### src/hw/rtl/iems_pkg.sv
package iems_pkg;

    // Queue depths
    localparam int unsigned QUEUE_DEPTH_DEF = 2;
    localparam int unsigned OUT_DEPTH       = 2;

    // Register reset value
    localparam logic [15:0] RECOVERY_RESET = 16'd5000;

    // Action codes
    localparam logic [1:0] ACT_WRITE = 2'd1;
    localparam logic [1:0] ACT_READ  = 2'd2;

    // Bits in one bus byte
    localparam logic [3:0] BYTE_BITS = 4'd8;

    // Input beat
    typedef struct packed {
        logic [1:0]  action;
        logic [1:0]  addr_mode;
        logic [7:0]  device_byte;
        logic [16:0] mem_address;
        logic [7:0]  write_data;
        logic        sda_in;
    } t_in_item;

    // Result beat
    typedef struct packed {
        logic       scl_out;
        logic       sda_out;
        logic       sda_drive;
        logic       busy_res;
        logic       done_res;
        logic [7:0] read_data;
    } t_out_item;

    // Classified tick handed from front to back
    typedef struct packed {
        logic        req;
        logic        is_read;
        logic        wide17;
        logic        two_addr;
        logic [7:0]  device_byte;
        logic [16:0] mem_address;
        logic [7:0]  write_data;
        logic        sda_in;
    } t_cmd;

    // Bus sequencer phases
    typedef enum logic [15:0] {
        PH_IDLE     = 16'h0001,
        PH_START_A  = 16'h0002,
        PH_START_B  = 16'h0004,
        PH_TX_LO    = 16'h0008,
        PH_TX_HI    = 16'h0010,
        PH_ACK_LO   = 16'h0020,
        PH_ACK_HI   = 16'h0040,
        PH_RS_LO    = 16'h0080,
        PH_RX_LO    = 16'h0100,
        PH_RX_HI    = 16'h0200,
        PH_NACK_LO  = 16'h0400,
        PH_NACK_HI  = 16'h0800,
        PH_STOP_LO  = 16'h1000,
        PH_STOP_HI  = 16'h2000,
        PH_STOP_END = 16'h4000,
        PH_RECOVER  = 16'h8000
    } t_phase;

endpackage

### src/hw/rtl/iems_if.sv
// Input tick channel
interface iems_in_if;
    logic              valid;
    logic              ready;
    iems_pkg::t_in_item payload;

    modport source (output valid, output payload, input ready);
    modport sink   (input valid, input payload, output ready);
endinterface

// Result channel
interface iems_out_if;
    logic               valid;
    logic               ready;
    iems_pkg::t_out_item payload;

    modport source (output valid, output payload, input ready);
    modport sink   (input valid, input payload, output ready);
endinterface

// Recovery register write channel
interface iems_cfg_if;
    logic        valid;
    logic        ready;
    logic [15:0] payload;

    modport source (output valid, output payload, input ready);
    modport sink   (input valid, input payload, output ready);
endinterface

### src/hw/rtl/iems_fifo.sv
module iems_fifo #(
    parameter type         t_data = logic,
    parameter int unsigned DEPTH  = 2
) (
    input  logic  i_clk,
    input  logic  i_rst_n,
    input  logic  i_push,
    input  t_data i_data,
    output logic  o_ready,
    input  logic  i_pop,
    output logic  o_valid,
    output t_data o_data
);
    localparam int unsigned PTR_W = $clog2(DEPTH);
    localparam int unsigned CNT_W = $clog2(DEPTH + 1);
    localparam logic [PTR_W-1:0] LAST_PTR = PTR_W'(DEPTH - 1);
    localparam logic [CNT_W-1:0] FULL_CNT = CNT_W'(DEPTH);

    t_data            r_mem [DEPTH];
    logic [PTR_W-1:0] r_wr_ptr, n_wr_ptr;
    logic [PTR_W-1:0] r_rd_ptr, n_rd_ptr;
    logic [CNT_W-1:0] r_count, n_count;
    logic             push_ok, pop_ok;

    assign o_ready = (r_count != FULL_CNT);
    assign o_valid = (r_count != '0);
    assign o_data  = r_mem[r_rd_ptr];
    assign push_ok = i_push && o_ready;
    assign pop_ok  = i_pop && o_valid;

    // Advance pointers and occupancy
    always_comb begin
        n_wr_ptr = r_wr_ptr;
        n_rd_ptr = r_rd_ptr;
        n_count  = r_count;
        if (push_ok) begin
            n_wr_ptr = (r_wr_ptr == LAST_PTR) ? '0 : r_wr_ptr + 1'b1;
        end
        if (pop_ok) begin
            n_rd_ptr = (r_rd_ptr == LAST_PTR) ? '0 : r_rd_ptr + 1'b1;
        end
        if (push_ok && !pop_ok) begin
            n_count = r_count + 1'b1;
        end else if (pop_ok && !push_ok) begin
            n_count = r_count - 1'b1;
        end
    end

    always_ff @(posedge i_clk) begin
        if (!i_rst_n) begin
            r_wr_ptr <= '0;
            r_rd_ptr <= '0;
            r_count  <= '0;
        end else begin
            r_wr_ptr <= n_wr_ptr;
            r_rd_ptr <= n_rd_ptr;
            r_count  <= n_count;
        end
    end

    // Store the pushed beat
    always_ff @(posedge i_clk) begin
        if (push_ok) begin
            r_mem[r_wr_ptr] <= i_data;
        end
    end
endmodule

### src/hw/rtl/iems_front.sv
module iems_front #(
    parameter int unsigned QUEUE_DEPTH = 2
) (
    input  logic           i_clk,
    input  logic           i_rst_n,
    iems_in_if.sink        i_in,
    output logic           o_cmd_valid,
    output iems_pkg::t_cmd o_cmd,
    input  logic           i_cmd_pop
);
    import iems_pkg::*;

    t_cmd cls;

    // Classify the tick: decode request kind and address width
    always_comb begin
        cls.req         = (i_in.payload.action == ACT_WRITE) ||
                          (i_in.payload.action == ACT_READ);
        cls.is_read     = (i_in.payload.action == ACT_READ);
        cls.wide17      = i_in.payload.addr_mode[1];
        cls.two_addr    = (i_in.payload.addr_mode != 2'd0);
        cls.device_byte = i_in.payload.device_byte;
        cls.mem_address = i_in.payload.mem_address;
        cls.write_data  = i_in.payload.write_data;
        cls.sda_in      = i_in.payload.sda_in;
    end

    // Hold classified ticks until the sequencer takes them
    iems_fifo #(
        .t_data (t_cmd),
        .DEPTH  (QUEUE_DEPTH)
    ) u_queue (
        .i_clk   (i_clk),
        .i_rst_n (i_rst_n),
        .i_push  (i_in.valid),
        .i_data  (cls),
        .o_ready (i_in.ready),
        .i_pop   (i_cmd_pop),
        .o_valid (o_cmd_valid),
        .o_data  (o_cmd)
    );
endmodule

### src/hw/rtl/iems_back.sv
module iems_back (
    input  logic           i_clk,
    input  logic           i_rst_n,
    input  logic           i_cmd_valid,
    input  iems_pkg::t_cmd i_cmd,
    output logic           o_cmd_pop,
    iems_cfg_if.sink       i_cfg,
    iems_out_if.source     o_out
);
    import iems_pkg::*;

    t_phase      r_phase, n_phase;
    logic [3:0]  r_bit_count, n_bit_count;
    logic [7:0]  r_shift, n_shift;
    logic [2:0]  r_byte_index, n_byte_index;
    logic [7:0]  r_device, n_device;
    logic [16:0] r_address, n_address;
    logic [7:0]  r_data, n_data;
    logic        r_is_read, n_is_read;
    logic        r_wide17, n_wide17;
    logic        r_two_addr, n_two_addr;
    logic [15:0] r_wait, n_wait;
    logic [7:0]  r_rx, n_rx;
    logic [15:0] r_recovery;

    logic        fire;
    logic        out_ready;
    logic [2:0]  num_addr;
    logic [3:0]  bc_inc;
    logic [7:0]  rx_shift;
    logic [15:0] wait_dec;
    logic        scl, sda, drv, done;
    t_out_item   res;

    // Pick the byte to send for a given position in the transfer
    function automatic logic [7:0] byte_sel(
        input logic [2:0]  idx,
        input logic [2:0]  na,
        input logic        is_read,
        input logic        wide17,
        input logic [7:0]  device,
        input logic [16:0] address,
        input logic [7:0]  data
    );
        logic [7:0] dev_w;
        dev_w = wide17 ? {device[7:2], address[16], 1'b0} : {device[7:1], 1'b0};
        if (idx == 3'd0) begin
            byte_sel = dev_w;
        end else if (idx <= na) begin
            byte_sel = (na == 3'd2 && idx == 3'd1) ? address[15:8] : address[7:0];
        end else begin
            byte_sel = is_read ? {dev_w[7:1], 1'b1} : data;
        end
    endfunction

    assign fire      = i_cmd_valid && out_ready;
    assign o_cmd_pop = fire;
    assign num_addr  = r_two_addr ? 3'd2 : 3'd1;
    assign bc_inc    = r_bit_count + 1'b1;
    assign rx_shift  = {r_shift[6:0], i_cmd.sda_in};
    assign wait_dec  = r_wait - 1'b1;
    assign i_cfg.ready = 1'b1;

    // Step the bus sequence by one half-bit tick
    always_comb begin
        n_phase      = r_phase;
        n_bit_count  = r_bit_count;
        n_shift      = r_shift;
        n_byte_index = r_byte_index;
        n_device     = r_device;
        n_address    = r_address;
        n_data       = r_data;
        n_is_read    = r_is_read;
        n_wide17     = r_wide17;
        n_two_addr   = r_two_addr;
        n_wait       = r_wait;
        n_rx         = r_rx;
        scl          = 1'b1;
        sda          = 1'b1;
        drv          = 1'b0;
        done         = 1'b0;
        unique case (r_phase)
            PH_IDLE: begin
                if (i_cmd.req) begin
                    n_device     = i_cmd.device_byte;
                    n_address    = i_cmd.mem_address;
                    n_data       = i_cmd.write_data;
                    n_is_read    = i_cmd.is_read;
                    n_wide17     = i_cmd.wide17;
                    n_two_addr   = i_cmd.two_addr;
                    n_byte_index = '0;
                    n_phase      = PH_START_A;
                end
            end
            PH_START_A: begin
                drv     = 1'b1;
                n_phase = PH_START_B;
            end
            PH_START_B: begin
                drv         = 1'b1;
                sda         = 1'b0;
                n_shift     = byte_sel(r_byte_index, num_addr, r_is_read, r_wide17,
                                       r_device, r_address, r_data);
                n_bit_count = '0;
                n_phase     = PH_TX_LO;
            end
            PH_TX_LO: begin
                scl     = 1'b0;
                drv     = 1'b1;
                sda     = r_shift[7];
                n_phase = PH_TX_HI;
            end
            PH_TX_HI: begin
                drv         = 1'b1;
                sda         = r_shift[7];
                n_shift     = {r_shift[6:0], 1'b0};
                n_bit_count = bc_inc;
                n_phase     = (bc_inc >= BYTE_BITS) ? PH_ACK_LO : PH_TX_LO;
            end
            PH_ACK_LO: begin
                scl     = 1'b0;
                n_phase = PH_ACK_HI;
            end
            PH_ACK_HI: begin
                // Wait with SCL high until the slave acknowledges
                if (!i_cmd.sda_in) begin
                    if (!r_is_read && r_byte_index >= num_addr + 3'd1) begin
                        n_phase = PH_STOP_LO;
                    end else if (r_is_read && r_byte_index == num_addr) begin
                        n_byte_index = r_byte_index + 1'b1;
                        n_phase      = PH_RS_LO;
                    end else if (r_is_read && r_byte_index > num_addr) begin
                        n_shift     = '0;
                        n_bit_count = '0;
                        n_phase     = PH_RX_LO;
                    end else begin
                        n_byte_index = r_byte_index + 1'b1;
                        n_shift      = byte_sel(r_byte_index + 1'b1, num_addr, r_is_read,
                                                r_wide17, r_device, r_address, r_data);
                        n_bit_count  = '0;
                        n_phase      = PH_TX_LO;
                    end
                end
            end
            PH_RS_LO: begin
                scl     = 1'b0;
                drv     = 1'b1;
                n_phase = PH_START_A;
            end
            PH_RX_LO: begin
                scl     = 1'b0;
                n_phase = PH_RX_HI;
            end
            PH_RX_HI: begin
                n_shift     = rx_shift;
                n_bit_count = bc_inc;
                if (bc_inc >= BYTE_BITS) begin
                    n_rx    = rx_shift;
                    n_phase = PH_NACK_LO;
                end else begin
                    n_phase = PH_RX_LO;
                end
            end
            PH_NACK_LO: begin
                scl     = 1'b0;
                drv     = 1'b1;
                n_phase = PH_NACK_HI;
            end
            PH_NACK_HI: begin
                drv     = 1'b1;
                n_phase = PH_STOP_LO;
            end
            PH_STOP_LO: begin
                scl     = 1'b0;
                drv     = 1'b1;
                sda     = 1'b0;
                n_phase = PH_STOP_HI;
            end
            PH_STOP_HI: begin
                drv     = 1'b1;
                sda     = 1'b0;
                n_phase = PH_STOP_END;
            end
            PH_STOP_END: begin
                drv  = 1'b1;
                done = 1'b1;
                if (!r_is_read && r_wide17 && r_recovery != '0) begin
                    n_wait  = r_recovery;
                    n_phase = PH_RECOVER;
                end else begin
                    n_phase = PH_IDLE;
                end
            end
            PH_RECOVER: begin
                n_wait = wait_dec;
                if (wait_dec == '0) begin
                    n_phase = PH_IDLE;
                end
            end
            default: begin
                n_phase = PH_IDLE;
            end
        endcase
    end

    // Form the result beat
    always_comb begin
        res.scl_out   = scl;
        res.sda_out   = drv ? sda : 1'b1;
        res.sda_drive = drv;
        res.busy_res  = (n_phase != PH_IDLE);
        res.done_res  = done;
        res.read_data = n_rx;
    end

    // Control state and recovery register
    always_ff @(posedge i_clk) begin
        if (!i_rst_n) begin
            r_phase    <= PH_IDLE;
            r_rx       <= '0;
            r_recovery <= RECOVERY_RESET;
        end else begin
            if (fire) begin
                r_phase <= n_phase;
                r_rx    <= n_rx;
            end
            if (i_cfg.valid) begin
                r_recovery <= i_cfg.payload;
            end
        end
    end

    // Sequencer datapath
    always_ff @(posedge i_clk) begin
        if (fire) begin
            r_bit_count  <= n_bit_count;
            r_shift      <= n_shift;
            r_byte_index <= n_byte_index;
            r_device     <= n_device;
            r_address    <= n_address;
            r_data       <= n_data;
            r_is_read    <= n_is_read;
            r_wide17     <= n_wide17;
            r_two_addr   <= n_two_addr;
            r_wait       <= n_wait;
        end
    end

    // Hold result beats until the sink takes them
    iems_fifo #(
        .t_data (t_out_item),
        .DEPTH  (OUT_DEPTH)
    ) u_out_buf (
        .i_clk   (i_clk),
        .i_rst_n (i_rst_n),
        .i_push  (fire),
        .i_data  (res),
        .o_ready (out_ready),
        .i_pop   (o_out.ready),
        .o_valid (o_out.valid),
        .o_data  (o_out.payload)
    );
endmodule

### src/hw/rtl/i2c_eeprom_master_sequencer_top.sv
// Path: an accepted tick beat passes the tick queue register, then the result buffer
// register, before its result beat can be taken by the sink.
// Throughput: one tick beat per cycle while the result buffer has room; a full buffer stalls the sequencer.
// Reset: i_rst_n synchronous, active low; empties both queues, sets the phase to idle,
// clears the received byte and loads the recovery register with 5000. No clearing pass.
module i2c_eeprom_master_sequencer_top #(
    parameter int unsigned QUEUE_DEPTH = iems_pkg::QUEUE_DEPTH_DEF
) (
    input  logic       i_clk,
    input  logic       i_rst_n,
    iems_in_if.sink    i_in,
    iems_cfg_if.sink   i_cfg,
    iems_out_if.source o_out
);
    import iems_pkg::*;

    t_cmd cmd;
    logic cmd_valid;
    logic cmd_pop;

    // Accept and classify ticks
    iems_front #(
        .QUEUE_DEPTH (QUEUE_DEPTH)
    ) u_front (
        .i_clk       (i_clk),
        .i_rst_n     (i_rst_n),
        .i_in        (i_in),
        .o_cmd_valid (cmd_valid),
        .o_cmd       (cmd),
        .i_cmd_pop   (cmd_pop)
    );

    // Run the bus sequence
    iems_back u_back (
        .i_clk       (i_clk),
        .i_rst_n     (i_rst_n),
        .i_cmd_valid (cmd_valid),
        .i_cmd       (cmd),
        .o_cmd_pop   (cmd_pop),
        .i_cfg       (i_cfg),
        .o_out       (o_out)
    );
endmodule
### src/flat_wrapper.sv
// flat-port wrapper written by rule: the top's interface ports become plain ports
module i2c_eeprom_master_sequencer_top_flat import iems_pkg::*;
#(
    parameter int unsigned QUEUE_DEPTH = iems_pkg::QUEUE_DEPTH_DEF
)
  (i_clk, i_rst_n, i_in_valid, i_in_payload, i_in_ready, i_cfg_valid, i_cfg_payload, i_cfg_ready, o_out_valid, o_out_payload, o_out_ready);
  iems_in_if i_in_i ();
  iems_cfg_if i_cfg_i ();
  iems_out_if o_out_i ();
  input  logic i_clk;
  input  logic i_rst_n;
  input wire logic [$bits(i_in_i.valid)-1:0] i_in_valid;
  input wire logic [$bits(i_in_i.payload)-1:0] i_in_payload;
  output wire logic [$bits(i_in_i.ready)-1:0] i_in_ready;
  input wire logic [$bits(i_cfg_i.valid)-1:0] i_cfg_valid;
  input wire logic [$bits(i_cfg_i.payload)-1:0] i_cfg_payload;
  output wire logic [$bits(i_cfg_i.ready)-1:0] i_cfg_ready;
  output wire logic [$bits(o_out_i.valid)-1:0] o_out_valid;
  output wire logic [$bits(o_out_i.payload)-1:0] o_out_payload;
  input wire logic [$bits(o_out_i.ready)-1:0] o_out_ready;
  assign i_in_i.valid = i_in_valid;
  assign i_in_i.payload = i_in_payload;
  assign i_in_ready = i_in_i.ready;
  assign i_cfg_i.valid = i_cfg_valid;
  assign i_cfg_i.payload = i_cfg_payload;
  assign i_cfg_ready = i_cfg_i.ready;
  assign o_out_valid = o_out_i.valid;
  assign o_out_payload = o_out_i.payload;
  assign o_out_i.ready = o_out_ready;
  i2c_eeprom_master_sequencer_top #(.QUEUE_DEPTH(QUEUE_DEPTH)) u_core (.i_clk(i_clk), .i_rst_n(i_rst_n), .i_in(i_in_i), .i_cfg(i_cfg_i), .o_out(o_out_i));
endmodule
### config.mk
export PLATFORM = sky130hd
export DESIGN_NAME = i2c_eeprom_master_sequencer_top_flat
export DESIGN_NICKNAME = d
export VERILOG_FILES = /design/src/hw/rtl/iems_pkg.sv /design/src/hw/rtl/iems_if.sv /design/src/hw/rtl/iems_fifo.sv /design/src/hw/rtl/iems_front.sv /design/src/hw/rtl/iems_back.sv /design/src/hw/rtl/i2c_eeprom_master_sequencer_top.sv /design/src/flat_wrapper.sv
export SDC_FILE = /design/constraint.sdc
export NUM_CORES = 1
export LEC_CHECK = 0
export ABC_AREA = 1
export CELL_PAD_IN_SITES_DETAIL_PLACEMENT = 1
export CELL_PAD_IN_SITES_GLOBAL_PLACEMENT = 1
export CORE_MARGIN = 4
export CORE_UTILIZATION = 46
export DETAILED_ROUTE_END_ITERATION = 6
export DONT_BUFFER_PORTS = 1
export GPL_ROUTABILITY_DRIVEN = 0
export PLACE_DENSITY = 0.82
export SETUP_SLACK_MARGIN = 0.1
export SYNTH_ARGS = -nofsm -noshare
export SYNTH_HDL_FRONTEND = slang
export SYNTH_HIERARCHICAL = 1
export SYNTH_SLANG_ARGS = --single-unit
### constraint.sdc
create_clock -name i_clk -period 3 [get_ports i_clk]
set_input_delay 0.15 -clock i_clk [delete_from_list [all_inputs] [get_ports i_clk]]
set_output_delay 0.15 -clock i_clk [all_outputs]
set_load 0.05 [all_outputs]
# After elaboration in Yosys (flattened, before gate mapping)
# Memories as Yosys holds them, arrays and structs flattened. A register that Yosys moved wholly into a read port is not among the register bits.
# Index checks and enable logic that the tools add are counted.
# word_totals
input_bits,59
n_memories,2
reg_bits,115
ramBits,102
word_cells,173
output_inout_bits,16
# op_classes
order_cmp,5
n_mux,59
add_sub_neg,12
eq_ne,31
reduce_logical,45
# mem_list
memory,words,word_bits,read_ports,rd_clocked_by_memory_dff,write_ports,line,rtl
u_core.u_front.u_queue.r_mem,2,38,1,1,1,iems_fifo.sv:19,t_data r_mem [DEPTH];
u_core.u_back.u_out_buf.r_mem,2,13,1,1,1,iems_fifo.sv:19,
# ops
operator,count
$pmux 16 s16,1
$mux 8,13
$mux 16,5
$pmux 16 s2,1
$pmux 8 s4,1
$mux 9,2
$eq 16x1->1 const B,1
$eq 16x10->1 const B,1
$eq 16x11->1 const B,1
$eq 16x12->1 const B,1
$eq 16x13->1 const B,1
$eq 16x14->1 const B,1
$eq 16x15->1 const B,1
$eq 16x16->1 const B,1
$eq 16x2->1 const B,1
$eq 16x3->1 const B,1
$eq 16x4->1 const B,1
$eq 16x5->1 const B,1
$eq 16x6->1 const B,1
$eq 16x7->1 const B,1
$eq 16x8->1 const B,1
$eq 16x9->1 const B,1
$logic_and 1x1->1,16
$logic_not 16->1,1
other kinds (43),96

# Logic depth before layout (Yosys ltp)
# Gate-level depths: netlist (run 1).
# logic_depth
depth_word,11
depth_mapped,15
depth_no_buf,15

# Cells and area by module
# The synthesis (run 1) kept the hierarchy.
# modules_own_cells
module,seq_area_each_um2,cells_each,n_inst,area_per_inst_um2
iems_back,2782.7,741,1,5987.0
iems_fifo at u_core.u_front.u_queue,2382.3,155,1,3064.2
iems_fifo at u_core.u_back.u_out_buf,880.8,77,1,1221.2
iems_front,0.0,6,1,31.3

# Least setup slack after synthesis (run 1)
# OpenSTA, ideal clock, no wires.
# synth_timing
path_kind,register to register
from,register u_core.u_front.u_queue.r_count[0]
to,memory u_core/u_front/u_queue/r_mem[0][0] (netlist bit) (enable)
arrival_time_ps,2574
synth_period_minus_slack_ps,3007
n_path_buf,0
t_required_ps,2567
path_stages_with_launch,5
setup_time_ps,433
setup_slack_ps,-7
path_cell_list,dfxtp_1 > inv_1 > nand2_1 > nand2_1 > nor2_1
# synth_via
elab_chain_len,4
# synth_rtl
element,line,rtl
start: declaration,iems_fifo.sv:22,"logic [CNT_W-1:0] r_count, n_count;"
start signal: assignment,iems_fifo.sv:57,r_count <= n_count;
$ne 2x2->1,iems_fifo.sv:25,assign o_ready = (r_count != FULL_CNT);
net i_in_ready,flat_wrapper.sv:14,output wire logic [$bits(i_in_i.ready)-1:0] i_in_ready;
$logic_and 1x1->1,iems_fifo.sv:28,assign push_ok = i_push && o_ready;
$mux 1,iems_fifo.sv:63,if (push_ok) begin
$mux 1 (not written as such),iems_fifo.sv:64,r_mem[r_wr_ptr] <= i_data;
end: declaration,iems_fifo.sv:19,
# The timed path passes the listed nets, and every way through them passes these cells.

# Worst setup path after layout (run 1)
# layout_timing
from,register u_core.u_back.r_byte_index[0]
to,register u_core.u_back.r_bit_count[3] (enable)
# layout_via
elab_chain_len,4
word_cells_on_any_way,7
classes_between,order compare: 1; eq/ne: 3; reduce/logical: 3
# layout_rtl
element,line,rtl
start: declaration,iems_back.sv:15,"logic [2:0] r_byte_index, n_byte_index;"
start signal: assignment,iems_back.sv:238,r_byte_index <= n_byte_index;
$ge 3x3->1 / $eq 3x2->1 (equally long branches),"iems_back.sv:127, iems_back.sv:129",
$logic_and 1x1->1 (on tied branches),"iems_back.sv:127, iems_back.sv:129",
$ne 2x2->1 (no line),n/a,
$reduce_and 5->1 (no line) (*),n/a,
end signal: assignment,iems_back.sv:236,r_bit_count <= n_bit_count;
end: declaration,iems_back.sv:13,"logic [3:0] r_bit_count, n_bit_count;"
# Mark *: on every way between the ends. The rest lies on a longest branch, timed or not.
# A chain may end at the register's enable or synchronous reset.

==> impl_metrics.toml, run 1 <==
[worst_setup_path]
reg2reg_depth = 8
endpoint_kind = "register"
required_ps = 3160
start_kind = "register"
cp_max_fo = 6
regToRegStartpoint = "u_core/u_back/r_byte_index[0]"
critical_path_class = "reg -> reg"
cp.arrival_ps = 2810
regToRegEndpoint = "u_core/u_back/r_bit_count[3]"
rrSetupSlack_ps = 350

[global_routing]
grtUsageTotal = 0.209
grt_pass1_wl_mm = 41.0
grt_max_degree = 38
grt-ovfl-total = 0
grt_pass1_vias = 7817
antenna_found_initial = 1

[cts]
clkSlewWorstSetupHoldPaths_ps = 60
cts_max_path_buffers = 3
numCtsBuffers = 24
post-cts-setup-buffer-count = 0
worstSkewPairLatency_ps = 510
cts_root_buf = "clkbuf_16"
clock_sinks = 216
htreeDepth = 1
cts_tree = "done"

[routing]
drtIter0Drc = 411
post_drt_wl_per_cell_um = 18.8
vias = 7231
routed_wl_mm = 25.2
drt_pass1_iterations = 4
viasPerCell = 5.38
antenna_left = 0
drc = 0

[die]
core_area_sq_um = 21800
pin_count = 75
start_util = 0.469
dieArea_sq_um = 24700
rows = 54
die_h_um = 157
fp.dieW_um = 157

[timing]
max_slew_margin = 0.498
fin_crit_ps = 2650
finClkSkew_ps = 10.5
period_share = 0.883
finalWorstSetupSlack_ps = 350
fmaxAchievable_mhz = 377
rsz0062_at_grt = "false"
worstMarginPinSlew_ps = 752
hold_viol_final = 0
setup_tns_ps = 0
finalSetupViolations = 0
drv_slew = 0

[power_and_ir_drop]
p_seq_frac = 0.405
power_density_nw_per_um2 = 870
leakagePower_nw = 4.77
p_sw_frac = 0.353
p_int_mw = 6.71
worst_ir_drop_vdd_mv = 0.612
pwr-share-clk = 0.280
p_sw_mw = 3.66
combPwrFrac = 0.315

[placed_design]
dp_hpwl_mm = 15.9
io_buffers = 0
place_ws_ps = 389

[synthesis]
postSynthCellCount = 976
syn_nets = 1051
synth_warnings = 6
mappedNetlistArea_sq_um = 10200
syn_area_per_cell_sq_um = 10.5

[cells_and_area]
drive_above_1_share = 0.160
multi_input_area_sq_um = 3630
utilization = 0.546
ff_latch_area_sq_um = 5990
n_fill_cell = 2360
syn2layout_area_growth_pct = 16.4
nets = 1120

[run_status]
status = "finished clean"

[flow_run]
drv_cap = 0

[worst_hold_path]
holdPathEnd = "u_core/u_front/u_queue/r_wr_ptr"
hold_depth = 3
min_path_type = "in -> reg"
hp-start = "i_in_valid"
-- cell usage in the layout (no fill, tap or decap), drive strengths merged, types with 16 or more instances in the layout --
cell           n
edfxtp       166
mux2          51
dfxtp         50
dlygate4sd3   58
nand3         48
inv          127
clkbuf        31
o21ai        108
ha            16
nor2         108
a21oi         49
nand2        171
-- per-layer routing --
metal  part of all wire  vias up  global-route usage
li1                   -     3479                   -
met1               0.41     3579               0.252
met2               0.53      130               0.383
met3              0.035       43              0.0341
met4              0.023        0              0.0631
met5                  0        -                   0
-- power groups by stage --
| stage | Clock, mW | Combinational (mW) | Sequential, mW |
|---|---|---|---|
| 3_3_place_gp | 0 | 3.01 | 4.22 |
| 2_1_floorplan | 0 | 2.59 | 4.16 |
| 3_5_place_dp | 0 | 3.15 | 4.26 |
| 6_report | 2.90 | 3.27 | 4.20 |
| 5_1_grt | 3.10 | 3.61 | 4.25 |
| 4_1_cts | 2.95 | 3.28 | 4.20 |
-- worst max-delay path, stage by stage (launching register included) --
cell and delay, ps:
edfxtp_1 470, inv_1 150, ha_1 360, a21oi_1 90
o21ai_0 330, inv_1 110, a21oi_1 210, o211ai_1 170
a21oi_1 410
-- timing repair --
action                                 in CTS  in global routing
endpoints found under the hold margin     114                  0
setup endpoints to repair                   0                  0
hold buffers                               59                  0
gates resized for setup                     0                  0
-- stage by stage --
| stage | hold WS, ps | instance area [sq um] | instances | total power, mW |
|---|---|---|---|---|
| 2_1_floorplan | 249 | 10200 | 976 | 6.74 |
| 3_3_place_gp | 249 | 10500 | 1240 | 7.23 |
| 3_5_place_dp | 249 | 10500 | 1240 | 7.40 |
| 4_1_cts | 24.4 | 11900 | 1343 | 10.4 |
| 5_1_grt | 114 | 11900 | 1345 | 11.0 |
| 6_report | 45.3 | 11900 | 1345 | 10.4 |
-- area by class of cell --
cell class,count,share of cell area
antenna,2,0.000420
sequential,216,0.503
multi-input combinational,606,0.305
tap,280,0.0294
timing repair buffer,71,0.0580
clock inverter,13,0.0106
inverter,126,0.0399
clock buffer,31,0.0544
-- state kept, by name (all words and copies together) (netlist names), 3 cells and up, named ones only --
signal	cells
u_core/u_back/r_wait	16
u_core/u_front/u_queue/r_mem	74
u_core/u_back/r_address	17
u_core/u_back/u_out_buf/r_mem	26
u_core/u_back/r_recovery	16
u_core/u_back/r_bit_count	4
u_core/u_back/r_data	8
u_core/u_back/r_shift	8
u_core/u_back/r_rx	8
u_core/u_back/r_byte_index	3
u_core/u_back/r_phase	16
u_core/u_back/r_device	7
-- worst max path at each step --
stage          cells past startpoint                                 end                              start
6_report                           8        u_core/u_back/r_bit_count[3]      u_core/u_back/r_byte_index[0]
2_1_floorplan                      4  u_core/u_front/u_queue/r_mem[0][0]  u_core/u_front/u_queue/r_count[0]
3_3_place_gp                      12            u_core/u_back/r_shift[0]      u_core/u_back/r_byte_index[0]
4_1_cts                           12            u_core/u_back/r_shift[0]      u_core/u_back/r_byte_index[0]
5_1_grt                            8        u_core/u_back/r_bit_count[2]      u_core/u_back/r_byte_index[0]
3_5_place_dp                      12            u_core/u_back/r_shift[0]      u_core/u_back/r_byte_index[0]
(Power assumes the default switching activity.)
==> inputs of run 2 (changes only) <==
- CELL_PAD_IN_SITES_DETAIL_PLACEMENT: 1 -> not set
- CELL_PAD_IN_SITES_GLOBAL_PLACEMENT: 1 -> not set
- CORE_UTILIZATION: 46 -> 58
- CTS_CLUSTER_DIAMETER: not set -> 120
==> run 2 against run 1 <==
Combinational power down 3%. Wire length is 18% lower. Utilization is 13 points higher. Total power decreased by 3.6%. Critical endpoint is now u_core/u_back/r_shift[0]. Sequential cell count stayed put. Largest cell class unchanged. Clock power down 9.0%. Critical path depth up 4. Die area shrank 20%. Non-clock buffer count shrank 3. Hold slack got worse by 8.2 ps.
==> impl_metrics.toml, run 2 (synthesized netlist as in run 1, its figures left out) <==
[cells_and_area]
mostFrequentLayoutCell = "edfxtp_1"
syn2layout_area_growth_pct = 14.4
largest_reg_flops = 74
reg_top3 = "u_core/u_front/u_queue/r_mem (74), u_core/u_back/u_out_buf/r_mem (26), u_core/u_back/r_address (17)"
n_fill_cell = 1225
final_cell_mix = "edfxtp_1, nand2_1, inv_1"
top_register = "u_core/u_front/u_queue/r_mem"
nets = 1115
n_antenna_cell = 0
drive_above_1_share = 0.151

[worst_setup_path]
start_kind = "register"
cp.arrival_ps = 2880
cp_max_fo = 14
reg2reg_depth = 12
required_ps = 3240
critical_path_class = "reg -> reg"
endpoint_kind = "register"

[die]
pin_count = 75
core_area_sq_um = 17300
start_util = 0.592
fp.dieW_um = 141
die_h_um = 141
rows = 48
dieArea_sq_um = 19800

[timing]
finClkSkew_ps = 9.24
max_slew_margin = 0.201
fin_crit_ps = 2640
setup_tns_ps = 0
drv_slew = 0
finalSetupViolations = 0
finalWorstSetupSlack_ps = 363
fmaxAchievable_mhz = 379
rsz0062_at_grt = "false"
worstMarginPinSlew_ps = 1190
hold_viol_final = 0
period_share = 0.879

[routing]
drtIter0Drc = 632
drt_pass1_iterations = 5
routed_wl_mm = 20.7
drc = 0
viasPerCell = 5.54
post_drt_wl_per_cell_um = 16.2
antenna_left = 0
vias = 7092

[global_routing]
grt_pass1_wl_mm = 34.3
grtUsageTotal = 0.211
grt_max_degree = 38
grt_pass1_vias = 7148
grt-ovfl-total = 0
antenna_found_initial = 0

[worst_hold_path]
min_path_type = "in -> reg"
hold_depth = 3

[power_and_ir_drop]
combPwrFrac = 0.316
leakagePower_nw = 4.71
worst_ir_drop_vdd_mv = 0.529
pwr-share-clk = 0.264
p_int_mw = 6.57
p_sw_mw = 3.42
p_seq_frac = 0.420
power_density_nw_per_um2 = 853
p_sw_frac = 0.343

[cts]
clock_sinks = 216
cts_tree = "done"
cts_max_path_buffers = 3
htreeDepth = 1
cts-resized-gates = 0
worstSkewPairLatency_ps = 500
clkSlewWorstSetupHoldPaths_ps = 60
cts_root_buf = "clkbuf_16"
numCtsBuffers = 22

[placed_design]
dp_hpwl_mm = 13.5
place_ws_ps = 441
io_buffers = 0

[run_status]
status = "finished clean"

[flow_run]
drv_cap = 0
[run 2: final timing paths]
check,endpoint,startpoint,slack [ps]
worst max-delay path,u_core/u_back/r_shift[0],u_core/u_back/r_byte_index[0],360
worst min-delay path,u_core/u_front/u_queue/r_mem[1][37],i_in_payload[36],40
worst max register to register,u_core/u_back/r_shift[0],u_core/u_back/r_byte_index[0],360
worst min register to register,u_core/u_back/r_recovery[5],u_core/u_back/r_recovery[5],480
[run 2: metal layers]
layer / track usage / wire, um
met1: 0.257 / 8420
met2: 0.379 / 10600
met3: 0.0353 / 1090
met4: 0.0770 / 585
met5: 0 / 0
[run 2: final cells by class]
type                       instances  area, sq um  share of cell area
clock buffer                      30          602              0.0514
inverter                         126          475              0.0406
clock inverter                     8         87.6             0.00748
timing repair buffer              68          651              0.0556
multi-input combinational        606         3630               0.310
tap                              225          282              0.0240
sequential                       216         5990               0.511
[run 2: worst max-delay path, cell delays in order, from the launching register on]
cell,delay (ps)
edfxtp_1,470
inv_1,150
ha_1,340
ha_1,290
inv_1,50
or2_2,280
a21oi_2,130
buf_4,190
inv_1,80
a21oi_1,110
o21ai_0,110
nand3_1,90
o211ai_1,90
[run 2: power groups by stage]
| stage | sequential (mW) | combinational, mW | clock, mW |
|---|---|---|---|
| 6_report | 4.19 | 3.16 | 2.64 |
| 5_1_grt | 4.24 | 3.51 | 2.80 |
| 2_1_floorplan | 4.16 | 2.59 | 0 |
| 4_1_cts | 4.19 | 3.15 | 2.68 |
| 3_5_place_dp | 4.24 | 3.05 | 0 |
| 3_3_place_gp | 4.21 | 2.95 | 0 |
[run 2: through the flow]
stage	instances	util	power [mW]	cell area (sq um)	hold slack [ps]
after floorplan	976	-	6.74	10200	249
after global placement	1185	0.605	7.17	10500	249
after detailed placement	1185	0.605	7.29	10500	249
after CTS	1279	0.677	10.0	11700	24.9
after global routing	1279	0.677	10.6	11700	51.5
final	1279	0.677	9.99	11700	37.1
[run 2: timing repair]
item                      in CTS  in global routing
hold endpoints to repair     114                  0
hold buffers                  56                  0
buffers inserted               0                  0
==> inputs of run 3 (changes only) <==
- CORE_UTILIZATION: 58 -> 64
- PLACE_DENSITY: 0.82 -> 0.86
- clock period: 3 -> 2.8 ns (I/O delays scaled with it)
==> run 3 against run 2 <==
Wire length is 1.8% higher. Utilization is 8.6 points higher. Critical endpoint is now u_core/u_back/r_shift[2]. Non-clock buffer count is 3 higher. Highest routed layer unchanged.
==> impl_metrics.toml, run 3 (synthesized netlist as in run 1, its figures left out) <==
[die]
die_h_um = 134
start_util = 0.663
core_area_sq_um = 15400
dieArea_sq_um = 18100
rows = 45
fp.dieW_um = 134
pin_count = 75

[worst_setup_path]
cp.arrival_ps = 2750
endpoint_kind = "register"
slowest_delay_ps = 480
crit_buf_inv = 3
crit_cells = 10
start_kind = "register"
reg2reg_depth = 10
cp_slowest_cell = "edfxtp_1"
required_ps = 3050
cp_max_fo = 12
critical_path_class = "reg -> reg"
crit_chain = "inv_1 -> ha_1 -> ha_1 -> inv_1 -> or2_2 -> a21oi_2 -> buf_4 -> o21ai_0 -> o21ai_1 -> a31oi_1"
crit_family = "compound AO/OA/AOI/OAI gates"

[cts]
clkSlewWorstSetupHoldPaths_ps = 60
post-cts-setup-buffer-count = 0
numCtsBuffers = 23
worstSkewPairLatency_ps = 510
cts_tree = "done"
clock_sinks = 216
htreeDepth = 1
cts_max_path_buffers = 3
cts_root_buf = "clkbuf_16"

[power_and_ir_drop]
worst_ir_drop_vdd_mv = 0.878
leakagePower_nw = 4.75
power_density_nw_per_um2 = 918
p_total_mw = 10.8

[flow_run]
drv_cap = 0

[placed_design]
io_buffers = 0
place_ws_ps = 324
placed_area_sq_um = 10500
dp_hpwl_mm = 13.2

[timing]
finalSetupViolations = 0
fmaxAchievable_mhz = 401
drv_slew = 0
worstMarginPinSlew_ps = 717
finalWorstSetupSlack_ps = 304
period_share = 0.891
rsz0062_at_grt = "false"
hold_viol_final = 0
fin_crit_ps = 2500
finClkSkew_ps = 8.17
max_slew_margin = 0.521

[routing]
post_drt_wl_per_cell_um = 16.6
vias = 7186
drt_pass1_iterations = 5
drc = 0
routed_wl_mm = 21.1
drtIter0Drc = 549
antenna_left = 0
viasPerCell = 5.65

[global_routing]
antenna_found_initial = 1
grt_pass1_wl_mm = 34.5
grt_max_degree = 38
grt-ovfl-total = 0
grtUsageTotal = 0.236
grt_pass1_vias = 7087

[cells_and_area]
n_fill_cell = 992
utilization = 0.763
final_cell_mix = "edfxtp_1, nand2_1, inv_1"
mostFrequentLayoutCell = "edfxtp_1"
drive_above_1_share = 0.160
nets = 1119
final_cell_area_sq_um = 11800
top_register = "u_core/u_front/u_queue/r_mem"
largest_reg_flops = 74
reg_top3 = "u_core/u_front/u_queue/r_mem (74), u_core/u_back/u_out_buf/r_mem (26), u_core/u_back/r_address (17)"
syn2layout_area_growth_pct = 15.1

[worst_hold_path]
hold_depth = 3
min_path_type = "in -> reg"

[run_status]
status = "finished clean"
==> run 3: worst paths after layout <==
check / startpoint / slack (ps) / end
setup / recovery: u_core/u_back/r_byte_index[0] / 300 / u_core/u_back/r_shift[2]
hold / removal: i_in_payload[36] / 30 / u_core/u_front/u_queue/r_mem[1][37]
setup reg to reg: u_core/u_back/r_byte_index[0] / 300 / u_core/u_back/r_shift[2]
hold reg to reg: u_core/u_back/r_recovery[8] / 490 / u_core/u_back/r_recovery[8]
==> run 3: what timing repair did <==
action / CTS / global route
hold endpoints to repair: 114 / 0
hold buffers: 58 / 0
gates resized for setup: 0 / 0
==> run 3: where the power goes <==
part	internal, mW	switching (mW)	leakage (nW)
Sequential	4.18	0.313	1.93
Clock	1.72	1.21	0.359
Combinational	1.18	2.21	2.47
Total	7.08	3.73	4.75
==> run 3: layout make-up <==
type | count | area [sq um] | share of cell area
flip-flops and latches | 216 | 5990 | 0.508
multi-input cells | 606 | 3630 | 0.308
repair buffers | 71 | 688 | 0.0584
clock buffers | 25 | 593 | 0.0504
inverters | 126 | 475 | 0.0404
well taps | 211 | 264 | 0.0224
clock inverters | 15 | 138 | 0.0117
diodes | 2 | 5.00 | 0.000425
==> run 3: worst register-to-register path, delay by kind of cell, from the launching register on <==
kind            cells  cell delay (ps)
fa+ha+maj           2              530
flops               1              480
buf+inv             3              410
simple gates        1              270
compound gates      4              550
==> run 3: metal layers <==
layer	GRT usage	routed length [um]
met4	0.0911	890
met1	0.288	8370
met2	0.420	10600
met5	0	0
met3	0.0413	1200
==> run 3: per-stage QoR <==
stage	instances	hold WS, ps	TNS, ps
2_1_floorplan	976	239	-12120
4_1_cts	1270	11.6	0
5_1_grt	1272	64.9	0
3_3_place_gp	1172	238	0
6_report	1272	25.4	0
3_5_place_dp	1172	239	0
